<file path="src/rtl/mch_pkg.sv">
// Shared types, constants and the arctangent table for the compass heading block.
// No dependencies; every other file of the block except mch_ram imports this package.
package mch_pkg;

  localparam int unsigned WINDOW_DEPTH_DEF = 8;
  localparam int unsigned CORDIC_STEPS_DEF = 16;

  localparam int unsigned SAMPLE_W   = 16;
  localparam int unsigned CORR_W     = 17;
  localparam int unsigned OFFSET_W   = 9;
  localparam int unsigned ANG_W      = 25;
  localparam int unsigned ATAN_IDX_W = 5;
  localparam int unsigned HEAD_W     = 19;

  localparam logic [SAMPLE_W-1:0] RST_Y_SCALE = 16'd59040;
  localparam logic [OFFSET_W-1:0] RST_OFFSET  = 9'd95;

  // Quarter turn in 1/256 centidegree
  localparam logic signed [ANG_W-1:0] QUARTER_TURN = 25'sd2304000;

  localparam logic signed [HEAD_W-1:0] HALF_TURN_CD = 19'sd18000;
  localparam logic signed [HEAD_W-1:0] TWO_TURN_CD  = 19'sd72000;
  localparam logic [HEAD_W-1:0] ONE_TURN_U   = 19'd36000;
  localparam logic [HEAD_W-1:0] TWO_TURN_U   = 19'd72000;
  localparam logic [HEAD_W-1:0] THREE_TURN_U = 19'd108000;

  typedef enum logic [1:0] {
    CFG_ORIGIN_X       = 2'd0,
    CFG_ORIGIN_Y       = 2'd1,
    CFG_Y_SCALE        = 2'd2,
    CFG_HEADING_OFFSET = 2'd3
  } cfg_reg_e;

  typedef enum logic [2:0] {
    ST_IDLE,
    ST_CORR,
    ST_WIN,
    ST_CORD,
    ST_FIN,
    ST_OUT
  } mch_state_e;

  // atan(2^-i) in 1/256 centidegree, rounded to nearest
  function automatic logic signed [ANG_W-1:0] atan_lookup(input logic [ATAN_IDX_W-1:0] idx);
    logic signed [ANG_W-1:0] val;
    case (idx)
      5'd0:    val = 25'sd1152000;
      5'd1:    val = 25'sd680065;
      5'd2:    val = 25'sd359328;
      5'd3:    val = 25'sd182400;
      5'd4:    val = 25'sd91554;
      5'd5:    val = 25'sd45822;
      5'd6:    val = 25'sd22916;
      5'd7:    val = 25'sd11459;
      5'd8:    val = 25'sd5730;
      5'd9:    val = 25'sd2865;
      5'd10:   val = 25'sd1432;
      5'd11:   val = 25'sd716;
      5'd12:   val = 25'sd358;
      5'd13:   val = 25'sd179;
      5'd14:   val = 25'sd90;
      5'd15:   val = 25'sd45;
      5'd16:   val = 25'sd22;
      5'd17:   val = 25'sd11;
      5'd18:   val = 25'sd6;
      5'd19:   val = 25'sd3;
      5'd20:   val = 25'sd1;
      5'd21:   val = 25'sd1;
      default: val = 25'sd0;
    endcase
    return val;
  endfunction

endpackage

</file>
<file path="src/rtl/mch_ram.sv">
// Generic single-clock RAM: one write port, one read port, registered read data.
// No dependencies.
module mch_ram #(
  parameter int unsigned WIDTH = 17,
  parameter int unsigned DEPTH = 8
) (
  input  logic                     clk_i,
  input  logic                     we_i,
  input  logic [$clog2(DEPTH)-1:0] waddr_i,
  input  logic [WIDTH-1:0]         wdata_i,
  input  logic                     re_i,
  input  logic [$clog2(DEPTH)-1:0] raddr_i,
  output logic [WIDTH-1:0]         rdata_o
);

  logic [WIDTH-1:0] mem_q [DEPTH];
  logic [WIDTH-1:0] rdata_q;

  always_ff @(posedge clk_i) begin
    if (we_i) begin
      mem_q[waddr_i] <= wdata_i;
    end
    if (re_i) begin
      rdata_q <= mem_q[raddr_i];
    end
  end

  assign rdata_o = rdata_q;

endmodule

</file>
<file path="src/rtl/mch_window.sv">
// Moving window of corrected samples: two window RAMs, per-entry valid bits and running sums.
// Depends on mch_pkg and mch_ram.
module mch_window
  import mch_pkg::*;
#(
  parameter int unsigned DEPTH = WINDOW_DEPTH_DEF,
  parameter int unsigned SUM_W = CORR_W + $clog2(DEPTH)
) (
  input  logic                     clk_i,
  input  logic                     rst_ni,
  input  logic                     start_i,
  input  logic signed [CORR_W-1:0] cx_i,
  input  logic signed [CORR_W-1:0] cy_i,
  output logic                     done_o,
  output logic signed [SUM_W-1:0]  sum_x_o,
  output logic signed [SUM_W-1:0]  sum_y_o
);

  localparam int unsigned SLOT_W = $clog2(DEPTH);

  logic [SLOT_W-1:0]        slot_q, slot_d;
  logic [DEPTH-1:0]         vld_q;
  logic                     upd_q;
  logic                     done_q;
  logic signed [CORR_W-1:0] cx_q, cy_q;
  logic signed [SUM_W-1:0]  sum_x_q, sum_y_q;
  logic [CORR_W-1:0]        old_x_raw, old_y_raw;
  logic signed [CORR_W-1:0] old_x, old_y;

  // Read the retiring entry on start, write the new one in the following cycle
  mch_ram #(.WIDTH(CORR_W), .DEPTH(DEPTH)) u_ram_x (
    .clk_i   (clk_i),
    .we_i    (upd_q),
    .waddr_i (slot_q),
    .wdata_i (cx_q),
    .re_i    (start_i),
    .raddr_i (slot_q),
    .rdata_o (old_x_raw)
  );

  mch_ram #(.WIDTH(CORR_W), .DEPTH(DEPTH)) u_ram_y (
    .clk_i   (clk_i),
    .we_i    (upd_q),
    .waddr_i (slot_q),
    .wdata_i (cy_q),
    .re_i    (start_i),
    .raddr_i (slot_q),
    .rdata_o (old_y_raw)
  );

  // Never-written entries read as zero
  assign old_x = vld_q[slot_q] ? $signed(old_x_raw) : '0;
  assign old_y = vld_q[slot_q] ? $signed(old_y_raw) : '0;

  assign slot_d = (slot_q == SLOT_W'(DEPTH - 1)) ? '0 : slot_q + 1'b1;

  always_ff @(posedge clk_i or negedge rst_ni) begin
    if (!rst_ni) begin
      slot_q  <= '0;
      vld_q   <= '0;
      upd_q   <= 1'b0;
      done_q  <= 1'b0;
      sum_x_q <= '0;
      sum_y_q <= '0;
    end else begin
      upd_q  <= start_i;
      done_q <= upd_q;
      if (upd_q) begin
        sum_x_q       <= sum_x_q + SUM_W'(cx_q) - SUM_W'(old_x);
        sum_y_q       <= sum_y_q + SUM_W'(cy_q) - SUM_W'(old_y);
        vld_q[slot_q] <= 1'b1;
        slot_q        <= slot_d;
      end
    end
  end

  always_ff @(posedge clk_i) begin
    if (start_i) begin
      cx_q <= cx_i;
      cy_q <= cy_i;
    end
  end

  assign done_o  = done_q;
  assign sum_x_o = sum_x_q;
  assign sum_y_o = sum_y_q;

endmodule

</file>
<file path="src/rtl/mch_cordic.sv">
// Iterative vectoring CORDIC: angle of (x, y) in 1/256 centidegree, one step per cycle.
// Depends on mch_pkg for the arctangent table and angle width.
module mch_cordic
  import mch_pkg::*;
#(
  parameter int unsigned SUM_W = CORR_W + 3,
  parameter int unsigned STEPS = CORDIC_STEPS_DEF
) (
  input  logic                    clk_i,
  input  logic                    rst_ni,
  input  logic                    start_i,
  input  logic signed [SUM_W-1:0] x_i,
  input  logic signed [SUM_W-1:0] y_i,
  output logic                    done_o,
  output logic signed [ANG_W-1:0] ang_o
);

  localparam int unsigned CW    = SUM_W + 10;
  localparam int unsigned CNT_W = $clog2(STEPS);

  logic                    busy_q;
  logic                    done_q;
  logic [CNT_W-1:0]        cnt_q;
  logic signed [CW-1:0]    x_q, y_q, x_d, y_d;
  logic signed [ANG_W-1:0] z_q, z_d;
  logic signed [CW-1:0]    xs, ys, dx, dy;
  logic signed [CW-1:0]    px, py;
  logic signed [ANG_W-1:0] pz;
  logic signed [ANG_W-1:0] at;
  logic                    is_zero;
  logic                    last;

  assign is_zero = (x_i == '0) && (y_i == '0);
  assign xs      = CW'(x_i) <<< 8;
  assign ys      = CW'(y_i) <<< 8;

  // Pre-rotate by a quarter turn when the vector lies in the left half-plane
  always_comb begin
    px = xs;
    py = ys;
    pz = '0;
    if (xs < 0) begin
      if (ys >= 0) begin
        px = ys;
        py = -xs;
        pz = QUARTER_TURN;
      end else begin
        px = -ys;
        py = xs;
        pz = -QUARTER_TURN;
      end
    end
  end

  assign dx = y_q >>> cnt_q;
  assign dy = x_q >>> cnt_q;
  assign at = atan_lookup(ATAN_IDX_W'(cnt_q));

  always_comb begin
    if (y_q >= 0) begin
      x_d = x_q + dx;
      y_d = y_q - dy;
      z_d = z_q + at;
    end else begin
      x_d = x_q - dx;
      y_d = y_q + dy;
      z_d = z_q - at;
    end
  end

  assign last = (cnt_q == CNT_W'(STEPS - 1));

  always_ff @(posedge clk_i or negedge rst_ni) begin
    if (!rst_ni) begin
      busy_q <= 1'b0;
      done_q <= 1'b0;
      cnt_q  <= '0;
    end else begin
      done_q <= 1'b0;
      if (start_i) begin
        busy_q <= !is_zero;
        done_q <= is_zero;
        cnt_q  <= '0;
      end else if (busy_q) begin
        cnt_q <= cnt_q + 1'b1;
        if (last) begin
          busy_q <= 1'b0;
          done_q <= 1'b1;
        end
      end
    end
  end

  always_ff @(posedge clk_i) begin
    if (start_i) begin
      x_q <= px;
      y_q <= py;
      z_q <= is_zero ? '0 : pz;
    end else if (busy_q) begin
      x_q <= x_d;
      y_q <= y_d;
      z_q <= z_d;
    end
  end

  assign done_o = done_q;
  assign ang_o  = z_q;

endmodule

</file>
<file path="src/rtl/magnetic_compass_heading.sv">
// Compass heading from raw two-axis magnetometer samples: top level with sequencer.
// Depends on mch_pkg, mch_ram (through mch_window), mch_window and mch_cordic.
//
// Usage:
//   Input channel (in_valid_i / in_stall_o) carries one raw x/y sample per request.
//   Output channel (out_valid_o / out_stall_i) returns one heading per request,
//   0..35999 centidegrees. A transfer happens on a clock edge with valid high
//   and stall low.
//   Configuration port (cfg_valid_i / cfg_ready_o) writes the hard-iron origins,
//   the y soft-iron scale and the declination offset by index; it is always ready.
//   Write it only while no request is in flight.
// Sequencing:
//   One request is processed at a time: after acceptance the sample passes
//   through correction, the window update, the CORDIC iterations and the
//   heading step before it is loaded into the output register, and the next
//   request is taken once that load is done. A zero mean vector skips the
//   iterations.
// Reset:
//   Clears the window (all entries read as zero), the running sums and the slot
//   pointer, and loads the register defaults.
// Backpressure:
//   A finished heading waits in the output register. The next request is
//   accepted and processed meanwhile; it holds in its last step until the
//   output register is free.
module magnetic_compass_heading
  import mch_pkg::*;
#(
  parameter int unsigned WINDOW_DEPTH = WINDOW_DEPTH_DEF,
  parameter int unsigned CORDIC_STEPS = CORDIC_STEPS_DEF
) (
  input  logic                clk_i,
  input  logic                rst_ni,
  // sample request channel
  input  logic                in_valid_i,
  output logic                in_stall_o,
  input  logic [SAMPLE_W-1:0] mag_x_raw_i,
  input  logic [SAMPLE_W-1:0] mag_y_raw_i,
  // heading result channel
  output logic                out_valid_o,
  input  logic                out_stall_i,
  output logic [SAMPLE_W-1:0] heading_centideg_o,
  // configuration write channel
  input  logic                cfg_valid_i,
  output logic                cfg_ready_o,
  input  logic [1:0]          cfg_index_i,
  input  logic [SAMPLE_W-1:0] cfg_data_i
);

  localparam int unsigned SUM_W = CORR_W + $clog2(WINDOW_DEPTH);

  // Configuration registers
  logic signed [SAMPLE_W-1:0] origin_x_q, origin_y_q;
  logic [SAMPLE_W-1:0]        y_scale_q;
  logic [OFFSET_W-1:0]        offset_q;

  // Sequencer and datapath registers
  mch_state_e          state_q, state_d;
  logic [SAMPLE_W-1:0] raw_x_q, raw_y_q;
  logic [HEAD_W-1:0]   hp_q;
  logic                out_valid_q;
  logic [SAMPLE_W-1:0] heading_q;

  // Sequencer outputs
  logic in_acc;
  logic win_start;
  logic cord_start;
  logic hp_load;
  logic out_load;
  logic out_free;

  // Datapath nets
  logic signed [CORR_W-1:0]   cx, dy, cy;
  logic [CORR_W-1:0]          mag;
  logic [CORR_W+SAMPLE_W-1:0] prod;
  logic [CORR_W-1:0]          cy_mag;
  logic                       win_done;
  logic signed [SUM_W-1:0]    sum_x, sum_y;
  logic                       cord_done;
  logic signed [ANG_W-1:0]    ang;
  logic signed [ANG_W-1:0]    ang_rnd;
  logic signed [ANG_W-9:0]    deg_c;
  logic [15:0]                off_cd;
  logic signed [HEAD_W-1:0]   h, hp;
  logic [HEAD_W-1:0]          wrapped;

  // ---------------------------------------------------------------------------
  // Configuration writes: always accepted, register picked by index
  // ---------------------------------------------------------------------------
  assign cfg_ready_o = 1'b1;

  always_ff @(posedge clk_i or negedge rst_ni) begin
    if (!rst_ni) begin
      origin_x_q <= '0;
      origin_y_q <= '0;
      y_scale_q  <= RST_Y_SCALE;
      offset_q   <= RST_OFFSET;
    end else if (cfg_valid_i && cfg_ready_o) begin
      unique case (cfg_reg_e'(cfg_index_i))
        CFG_ORIGIN_X:       origin_x_q <= $signed(cfg_data_i);
        CFG_ORIGIN_Y:       origin_y_q <= $signed(cfg_data_i);
        CFG_Y_SCALE:        y_scale_q  <= cfg_data_i;
        CFG_HEADING_OFFSET: offset_q   <= cfg_data_i[OFFSET_W-1:0];
        default:            ;
      endcase
    end
  end

  // ---------------------------------------------------------------------------
  // Sequencer: one request at a time
  // ---------------------------------------------------------------------------
  assign in_acc   = in_valid_i && !in_stall_o;
  assign out_free = !out_valid_q || !out_stall_i;

  always_comb begin
    state_d = state_q;
    unique case (state_q)
      ST_IDLE: if (in_valid_i) state_d = ST_CORR;
      ST_CORR: state_d = ST_WIN;
      ST_WIN:  if (win_done) state_d = ST_CORD;
      ST_CORD: if (cord_done) state_d = ST_FIN;
      ST_FIN:  state_d = ST_OUT;
      ST_OUT:  if (out_free) state_d = ST_IDLE;
      default: state_d = ST_IDLE;
    endcase
  end

  always_comb begin
    in_stall_o = 1'b1;
    win_start  = 1'b0;
    cord_start = 1'b0;
    hp_load    = 1'b0;
    out_load   = 1'b0;
    unique case (state_q)
      ST_IDLE: in_stall_o = 1'b0;
      ST_CORR: win_start  = 1'b1;
      ST_WIN:  cord_start = win_done;
      ST_CORD: ;
      ST_FIN:  hp_load    = 1'b1;
      ST_OUT:  out_load   = out_free;
      default: ;
    endcase
  end

  always_ff @(posedge clk_i or negedge rst_ni) begin
    if (!rst_ni) begin
      state_q <= ST_IDLE;
    end else begin
      state_q <= state_d;
    end
  end

  // Capture the raw sample on acceptance
  always_ff @(posedge clk_i) begin
    if (in_acc) begin
      raw_x_q <= mag_x_raw_i;
      raw_y_q <= mag_y_raw_i;
    end
  end

  // ---------------------------------------------------------------------------
  // Hard- and soft-iron correction; y scaled by magnitude so it truncates
  // toward zero. The window registers the corrected pair.
  // ---------------------------------------------------------------------------
  assign cx     = CORR_W'($signed(raw_x_q)) - CORR_W'(origin_x_q);
  assign dy     = CORR_W'($signed(raw_y_q)) - CORR_W'(origin_y_q);
  assign mag    = dy[CORR_W-1] ? CORR_W'(-dy) : CORR_W'(dy);
  assign prod   = (CORR_W+SAMPLE_W)'(mag) * (CORR_W+SAMPLE_W)'(y_scale_q);
  assign cy_mag = prod[CORR_W+SAMPLE_W-1:SAMPLE_W];
  assign cy     = dy[CORR_W-1] ? -$signed(cy_mag) : $signed(cy_mag);

  mch_window #(.DEPTH(WINDOW_DEPTH), .SUM_W(SUM_W)) u_window (
    .clk_i   (clk_i),
    .rst_ni  (rst_ni),
    .start_i (win_start),
    .cx_i    (cx),
    .cy_i    (cy),
    .done_o  (win_done),
    .sum_x_o (sum_x),
    .sum_y_o (sum_y)
  );

  // Direction of the window sums; a common divisor leaves the angle unchanged
  mch_cordic #(.SUM_W(SUM_W), .STEPS(CORDIC_STEPS)) u_cordic (
    .clk_i   (clk_i),
    .rst_ni  (rst_ni),
    .start_i (cord_start),
    .x_i     (sum_x),
    .y_i     (sum_y),
    .done_o  (cord_done),
    .ang_o   (ang)
  );

  // ---------------------------------------------------------------------------
  // Heading: round angle to centidegrees (half up), subtract from 180 deg and
  // the declination, bias by two turns to stay positive.
  // ---------------------------------------------------------------------------
  assign ang_rnd = ang + ANG_W'(128);
  assign deg_c   = ang_rnd[ANG_W-1:8];
  assign off_cd  = 16'(offset_q) * 16'd100;
  assign h       = HALF_TURN_CD - HEAD_W'(deg_c) - HEAD_W'(off_cd);
  assign hp      = h + TWO_TURN_CD;

  always_ff @(posedge clk_i) begin
    if (hp_load) begin
      hp_q <= HEAD_W'(hp);
    end
  end

  // Fold the biased heading back into one turn
  always_comb begin
    if (hp_q >= THREE_TURN_U) begin
      wrapped = hp_q - THREE_TURN_U;
    end else if (hp_q >= TWO_TURN_U) begin
      wrapped = hp_q - TWO_TURN_U;
    end else if (hp_q >= ONE_TURN_U) begin
      wrapped = hp_q - ONE_TURN_U;
    end else begin
      wrapped = hp_q;
    end
  end

  // ---------------------------------------------------------------------------
  // Output register: hold while stalled, drop valid once taken
  // ---------------------------------------------------------------------------
  always_ff @(posedge clk_i or negedge rst_ni) begin
    if (!rst_ni) begin
      out_valid_q <= 1'b0;
    end else if (out_load) begin
      out_valid_q <= 1'b1;
    end else if (!out_stall_i) begin
      out_valid_q <= 1'b0;
    end
  end

  always_ff @(posedge clk_i) begin
    if (out_load) begin
      heading_q <= wrapped[SAMPLE_W-1:0];
    end
  end

  assign out_valid_o        = out_valid_q;
  assign heading_centideg_o = heading_q;

  // ---------------------------------------------------------------------------
  // Assertions
  // ---------------------------------------------------------------------------
  a_out_from_seq: assert property (@(posedge clk_i) disable iff (!rst_ni)
    $rose(out_valid_q) |-> $past(state_q == ST_OUT))
    else $error("result appeared outside the output step");

  a_win_done_in_win: assert property (@(posedge clk_i) disable iff (!rst_ni)
    win_done |-> (state_q == ST_WIN))
    else $error("window update finished outside its step");

  a_cord_done_in_cord: assert property (@(posedge clk_i) disable iff (!rst_ni)
    cord_done |-> (state_q == ST_CORD))
    else $error("CORDIC finished outside its step");

  a_heading_range: assert property (@(posedge clk_i) disable iff (!rst_ni)
    out_valid_q |-> (heading_q < ONE_TURN_U[SAMPLE_W-1:0]))
    else $error("heading outside one turn");

endmodule
</file>
<file path="config.mk">
export PLATFORM = sky130hd
export DESIGN_NAME = magnetic_compass_heading
export DESIGN_NICKNAME = d
export VERILOG_FILES = /design/src/rtl/mch_pkg.sv /design/src/rtl/mch_ram.sv /design/src/rtl/mch_window.sv /design/src/rtl/mch_cordic.sv /design/src/rtl/magnetic_compass_heading.sv
export SDC_FILE = /design/constraint.sdc
export NUM_CORES = 2
export LEC_CHECK = 0
export ABC_AREA = 1
export BUFFER_PORTS_ARGS = -buffer_cell sky130_fd_sc_hd__clkbuf_2
export CORE_MARGIN = 8
export CORE_UTILIZATION = 41
export DETAILED_ROUTE_END_ITERATION = 10
export HOLD_SLACK_MARGIN = 0.05
export PLACE_DENSITY = 0.52
export SLEW_MARGIN = 10
export SYNTH_ARGS = -nofsm -noshare
export SYNTH_HDL_FRONTEND = slang
export SYNTH_HIERARCHICAL = 1
export SYNTH_SLANG_ARGS = --single-unit
</file>
<file path="constraint.sdc">
create_clock -name clk_i -period 16.47 [get_ports clk_i]
set_input_delay 3.294 -clock clk_i [delete_from_list [all_inputs] [get_ports clk_i]]
set_output_delay 3.294 -clock clk_i [all_outputs]
set_load 0.02 [all_outputs]
</file>
* After elaboration in Yosys (flattened, before gate mapping) *
Memories as Yosys holds them, arrays and structs flattened. A register that Yosys moved wholly into a read port is not among the register bits.
Index checks and enable logic that the tools add are counted.

storage, ports and cells
  bits in registers = 306
  bits in latches = 0
  bits in writable memories = 272
  bits in read-only memories = 336
  input port bits = 55
  output and inout bits = 19
  memories kept = 3

operators by class
  add/sub/neg operators = 25
  $mul = 2
  divide/modulo/power cells = 0
  $lt $le $gt $ge = 8
  eq/ne operators = 15
  shift-type cells = 2
  multiplexer cells = 50
  bitwise operators = 1
  reduce and logical (&&, ||, !) cells = 17

memory list
  memory                  words  width  read ports  clocked after Yosys merged registers in  write ports  line           source
  (no name shown)         16     21     1           0                                        0            mch_pkg.sv:46  case (idx)
  u_window.u_ram_x.mem_q  8      17     1           1                                        1            mch_ram.sv:16  logic [WIDTH-1:0] mem_q [DEPTH];
  u_window.u_ram_y.mem_q  8      17     1           1                                        1            mch_ram.sv:16

operators by type and width
  cell                                                                 number
  2-to-1 mux 30 bit                                                    10
  2-to-1 mux 25 bit                                                    6
  2-to-1 mux 17 bit                                                    4
  adder 30 bit                                                         2
  negator 28 -> 30 bit                                                 2
  >>> shifter 30 x 4 -> 30 bit                                         2
  subtractor 30 bit                                                    2
  2-to-1 mux 16 bit                                                    3
  adder 20 x 17 -> 20 bit                                              2
  zero test 20 bit                                                     2
  subtractor 20 x 17 -> 20 bit                                         2
  greater-or-equal comparator 19 x 17 -> 1 bit, second input constant  2
  negator 17 bit                                                       2
  subtractor 16 x 16 -> 17 bit                                         2
  multiplier 17 x 16 -> 33 bit                                         1
  subtractor 16 bit, second input constant                             2
  greater-or-equal comparator 30 x 1 -> 1 bit, second input constant   1
  greater-or-equal comparator 28 x 1 -> 1 bit, second input constant   1
  < comparator 28 x 1 -> 1 bit, second input constant                  1
  adder 25 bit                                                         1
  adder 25 x 9 -> 25 bit, second input constant                        1
  subtractor 25 bit                                                    1
  adder 19 x 18 -> 19 bit, second input constant                       1
  greater-or-equal comparator 19 x 16 -> 1 bit, second input constant  1
  other kinds (31)                                                     66

* Logic depth before layout (Yosys ltp) *
  word-level depth = 6
  gate-level depth with buffers = 51
  gate-level depth less buffers = 50

* Hierarchy *
The synthesis kept the hierarchy.

by module, submodules not included
  module                    instances  cells an instance  area each (µm²)  sequential area each (µm²)
  magnetic_compass_heading  1          2,358              18,716.7         3,554.7
  mch_cordic                1          2,258              14,087.3         2,702.6
  mch_ram                   2          623                6,502.5          4,594.4
  mch_window                1          929                6,961.7          2,347.3

* Worst setup path before layout *
No wires, ideal clock.

  kind = register to register
  from = register origin_y_q[0]
  to = register u_window.cy_q[13], data pin
  library setup time = 0.252 ns
  data arrival time = 7.753 ns
  required time = 16.218 ns
  setup slack = 8.465 ns
  stages on the path, launching flop included = 44
  buffers on the path = 1
  clock period less this slack = 8.005 ns
  cells stage by stage = dfrtp_1 -> ha_1 -> fa_1 -> inv_1 -> nand2_1 -> nand2_1 -> and2_1 -> xor2_1 -> inv_2 -> nor3_2 -> nand3_2 -> nor2_2 -> nand4_2 -> nor2_1 -> nand2_1 -> nand3_1 -> nand2_2 -> inv_2 -> (+8 left out) -> inv_1 -> fa_1 -> inv_1 -> ha_1 -> a21oi_1 -> inv_1 -> a31oi_1 -> inv_1 -> a21oi_1 -> o21ai_0 -> a21oi_1 -> nand3b_1 -> nand2_1 -> nand3_1 -> o21ai_0 -> nand2_1 -> nand2_1 -> nand2_1

between the ends
  cells in the longest elaborated chain, start to end = 6

RTL lines
  what                              line                             source
  start, declared                   magnetic_compass_heading.sv:52   logic signed [SAMPLE_W-1:0] origin_x_q, origin_y_q;
  start signal, assigned            magnetic_compass_heading.sv:100  CFG_ORIGIN_Y: origin_y_q <= $signed(cfg_data_i);
  subtractor 16 x 16 -> 17 bit (*)  magnetic_compass_heading.sv:165  assign dy = CORR_W'($signed(raw_y_q)) - CORR_W'(origin_y_q);
  negator 17 bit                    magnetic_compass_heading.sv:166  assign mag = dy[CORR_W-1] ? CORR_W'(-dy) : CORR_W'(dy);
  2-to-1 mux 17 bit                 magnetic_compass_heading.sv:166
  multiplier 17 x 16 -> 33 bit      magnetic_compass_heading.sv:167  assign prod = (CORR_W+SAMPLE_W)'(mag) * (CORR_W+SAMPLE_W)'(y_scale_q);
  negator 17 bit                    magnetic_compass_heading.sv:169  assign cy = dy[CORR_W-1] ? -$signed(cy_mag) : $signed(cy_mag);
  2-to-1 mux 17 bit (*)             magnetic_compass_heading.sv:169
  named net cy[13]                  magnetic_compass_heading.sv:72   logic signed [CORR_W-1:0] cx, dy, cy;
  end signal, assigned              mch_window.sv:80                 cy_q <= cy_i;
  end, declared                     mch_window.sv:25                 logic signed [CORR_W-1:0] cx_q, cy_q;

Mark *: on every way through the listed nets, which the timed path passes. The rest lies on a longest branch.
A chain may end at the register's enable or synchronous reset.

* Final worst setup path *
Same ends and word-level chain as after synthesis.

==> metrics.md <==
| Metric | Value |
|---|---|
| Reg2Reg Depth | 39 |
| Aggregate negative setup slack | 0 ns |
| Commonest non-fill, non-tap cells in the layout | 1719 x nand2_1, 1241 x inv_1, 518 x nand3_1, 492 x edfxtp_1, 488 x nor2_1 |
| Post-cts resize count | 0 |
| Area after DPL | 54600 µm² |
| Total CTS buffers | 75 |
| Worst hold path depth | 0 |
| First DRT Iteration DRCs | 2821 |
| Clk buf depth | 3 |
| Syn avg cell area | just under 8 µm² |
| Final instance area | approximately 57000 µm² |
| Via Count | 43091 |
| Final setup fails | 0 |
| Met1 usage | 28.8% |
| Yosys reg bits | 612 |
| Gate count of the mapped netlist | 6791 |
| Worst skew pair latency | between 0.7 and 0.8 ns |
| Drc violations | 0 |
| CP max stage delay | 0.58 ns |
| Critical path type | reg2reg |
| Register-to-register setup slack | just over 7 ns |
| Initial Util | around 41% |
| Worst Hold End | heading_centideg_o[2] |
| Measured slew at the worst slew-check pin | 1.17 ns |
| Mapped Nets | around 7400 |
| GR Util met3 | around 2.5% |
| Die Area | 140000 µm² |
| Detailed Routing Iterations Pass 1 | 6 |
| CP required | 16.91 ns |
| Ports | 74 |
| Placed Instances | 8366 |
| Hold_ws | between 0.4 and 0.5 ns |
| Global route overflow | 0 |
| Vias in the first global route | 43008 |
| Hold_buf cts | 0 |
| Post-CTS Setup Bufs | 0 |
| Non-filler cells, final | 8506 |
| Core Footprint | 128000 µm² |
| Die X | between 300 and 400 µm |
| Warnings, synthesis | 6 |
| Fmax | 109 MHz |
| Final period util | 55.9% |
| Root Buffer Master | clkbuf_16 |
| Final hold violation count | 0 |
| Post-route minimum period | 9.20 ns |
| Largest net degree at the start of global routing | 78 |
| Final RePlAce weighted congestion | 0.916 |
| HPWL after detailed placement | 115 mm |
| Gr busiest metal | met2 |
| Met2 usage | 36.8% |
| Initial antenna violation count | 1 |
| Worst r2r dst | u_window/cy_q[13] |
| Hold path startpoint | hp_q[2] |
| Synthesized cell area | approximately 53000 µm² |
| Die height | 375 µm |
| Clk sinks | 612 |
| # H-tree levels | 3 |
| Most Frequent Cell on Critical Path | nand2_1 |
| CTS tree | built |
| Fillers | about 13000 |
| Worst Skew | 0.0734 ns |
| CP Capture Type | flip-flop |
| Worst Path Max Fanout | 10 |
| Final slew viol count | 0 |
| Reg-to-Reg Start | origin_y_q[0] |
| Total Routing Usage GR | 21.4% |
| Layout cells sized above 1 | 6.56% |
| DRT antenna net count | 0 |
| Row Count | 131 |
| # Max-Cap Violations | 0 |
| Worst EP arrival | 9.64 ns |
| Slowest-stage cell, CP | fa_1 |
| CP startpoint kind | flip-flop |
| Max_slew headroom | 22.0% |
| First-pass GRT wire length | 242 mm |
| Via density per instance | between 5 and 6 |
| Layout area overhead | 8.36% |
| IO buf count | 72 |
| Final WL | 151 mm |
| Synth async-reset ratio | 19.6% |
| WL/cell | 17.7 µm |
| Post-synth EDFFs | 492 |
| Most common cell after layout, fill and taps aside | nand2_1 |
| Outcome | completed |
| NumNets Final | 7439 |
| Synth unique cells | 76 |
| RSZ-0062 raised after global routing | false |
| Ys flop type | edfxtp_1 |
| Min-delay worst type | reg2reg |
| Clock Pin Slew Worst Setup and Hold Paths | 0.06 ns |
| Sequential share of the synthesized area | 33.7% |
[synthesized netlist by cell type (21+ instances only)]
| cell type | n | area share [%] |
|---|---|---|
| a21oi_1 | 304 | 2.9 |
| a31oi_1 | 37 | 0.44 |
| and2_1 | 22 | 0.26 |
| buf_2 | 67 | 0.64 |
| clkbuf_1 | 97 | 0.69 |
| dfrtp_1 | 107 | 5.1 |
| edfxtp_1 | 492 | 28 |
| fa_1 | 254 | 9.6 |
| ha_1 | 349 | 8.3 |
| inv_1 | 1243 | 8.8 |
| inv_2 | 21 | 0.15 |
| nand2_1 | 1720 | 12 |
| nand2_2 | 45 | 0.53 |
| nand3_1 | 518 | 4.9 |
| nand3_2 | 25 | 0.47 |
| nand4_1 | 35 | 0.41 |
| nor2_1 | 498 | 3.5 |
| nor3_1 | 64 | 0.61 |
| o211ai_1 | 28 | 0.40 |
| o21a_1 | 23 | 0.33 |
| o21ai_0 | 320 | 3.0 |
| o21ai_1 | 30 | 0.28 |
| xnor2_1 | 59 | 0.98 |
| xor2_1 | 131 | 2.2 |
[kinds of logic (layout without fill, tap and decap cells)]
kind of cell               Yosys count  count (layout)  synth area share [%]
AOI/OAI and AO/OA                  867             867                  9.29
xor gates and xnor gates           194             194                  3.34
adders and majority gates          603             603                  17.9
buffers and inverters             1479            1531                  11.0
DFF                                612             612                  33.7
muxes                                3               3                0.0640
other                                1               2               0.00711
and+or+nand+nor                   3032            3032                  24.6
[final cells by class]
| type | count | area, µm² | area share (%) |
|---|---|---|---|
| Tap cell | 1662 | 2080 | 3.64 |
| Clock inverter | 48 | 633 | 1.11 |
| Inverter | 1271 | 4770 | 8.34 |
| Timing Repair Buffer | 121 | 734 | 1.28 |
| Sequential cell | 612 | 17800 | 31.1 |
| Clock buffer | 91 | 1950 | 3.40 |
| Multi-Input combinational cell | 4700 | 29200 | 51.1 |
| Antenna cell | 1 | 2.50 | 0.00438 |
[sequential cells by signal, indices dropped and copies added (netlist names), 17 cells and up]
signal,count
u_window/u_ram_y/mem_q,136
u_window/u_ram_y/rdata_o,17
u_window/cx_q,17
u_window/u_ram_x/rdata_o,17
u_cordic/y_q,30
u_cordic/ang_o,25
u_window/sum_y_o,20
u_window/cy_q,17
hp_q,19
u_cordic/x_q,30
u_window/u_ram_x/mem_q,136
u_window/sum_x_o,20
[how the worst max path moves through the flow]
stage	startpoint	end	slack, ns	depth (start not counted)
after floorplan	origin_y_q[0]	u_window/cy_q[13]	8.46	43
after global placement	origin_y_q[0]	u_window/cy_q[16]	7.45	42
after detailed placement	origin_y_q[0]	u_window/cy_q[13]	7.27	39
after CTS	origin_y_q[0]	u_window/cy_q[13]	7.25	39
after global routing	origin_y_q[0]	u_window/cy_q[13]	6.47	39
final	origin_y_q[0]	u_window/cy_q[13]	7.27	39
[metrics by stage]
| stage | setup slack (ns) | utilization [%] |
|---|---|---|
| finish | 7.27 | 44.8 |
| global route | 6.47 | 44.8 |
| CTS | 7.25 | 44.8 |
| detailed placement | 7.27 | 42.8 |
| global placement | 7.45 | 42.8 |
| floorplan | 8.46 | - |
[worst max-delay path, delay by kind of cell (launching register included)]
kind | cells | cell delay [ns]
buffers and inverters | 6 | 0.73
DFF | 1 | 0.38
and+or+nand+nor | 17 | 1.98
xor gates and xnor gates | 1 | 0.26
adders and majority gates | 9 | 4.10
AOI/OAI and AO/OA | 6 | 1.50
[per-layer routing]
layer  routed length (µm)  vias to the layer above
li1                     -                    21697
met3                 5810                      177
met4                 3100                        0
met2                71900                      816
met1                69800                    20401
met5                    0                        -
Power is not shown: default switching activity piles up to over one toggle a cycle in this logic, so the estimate is an artifact.
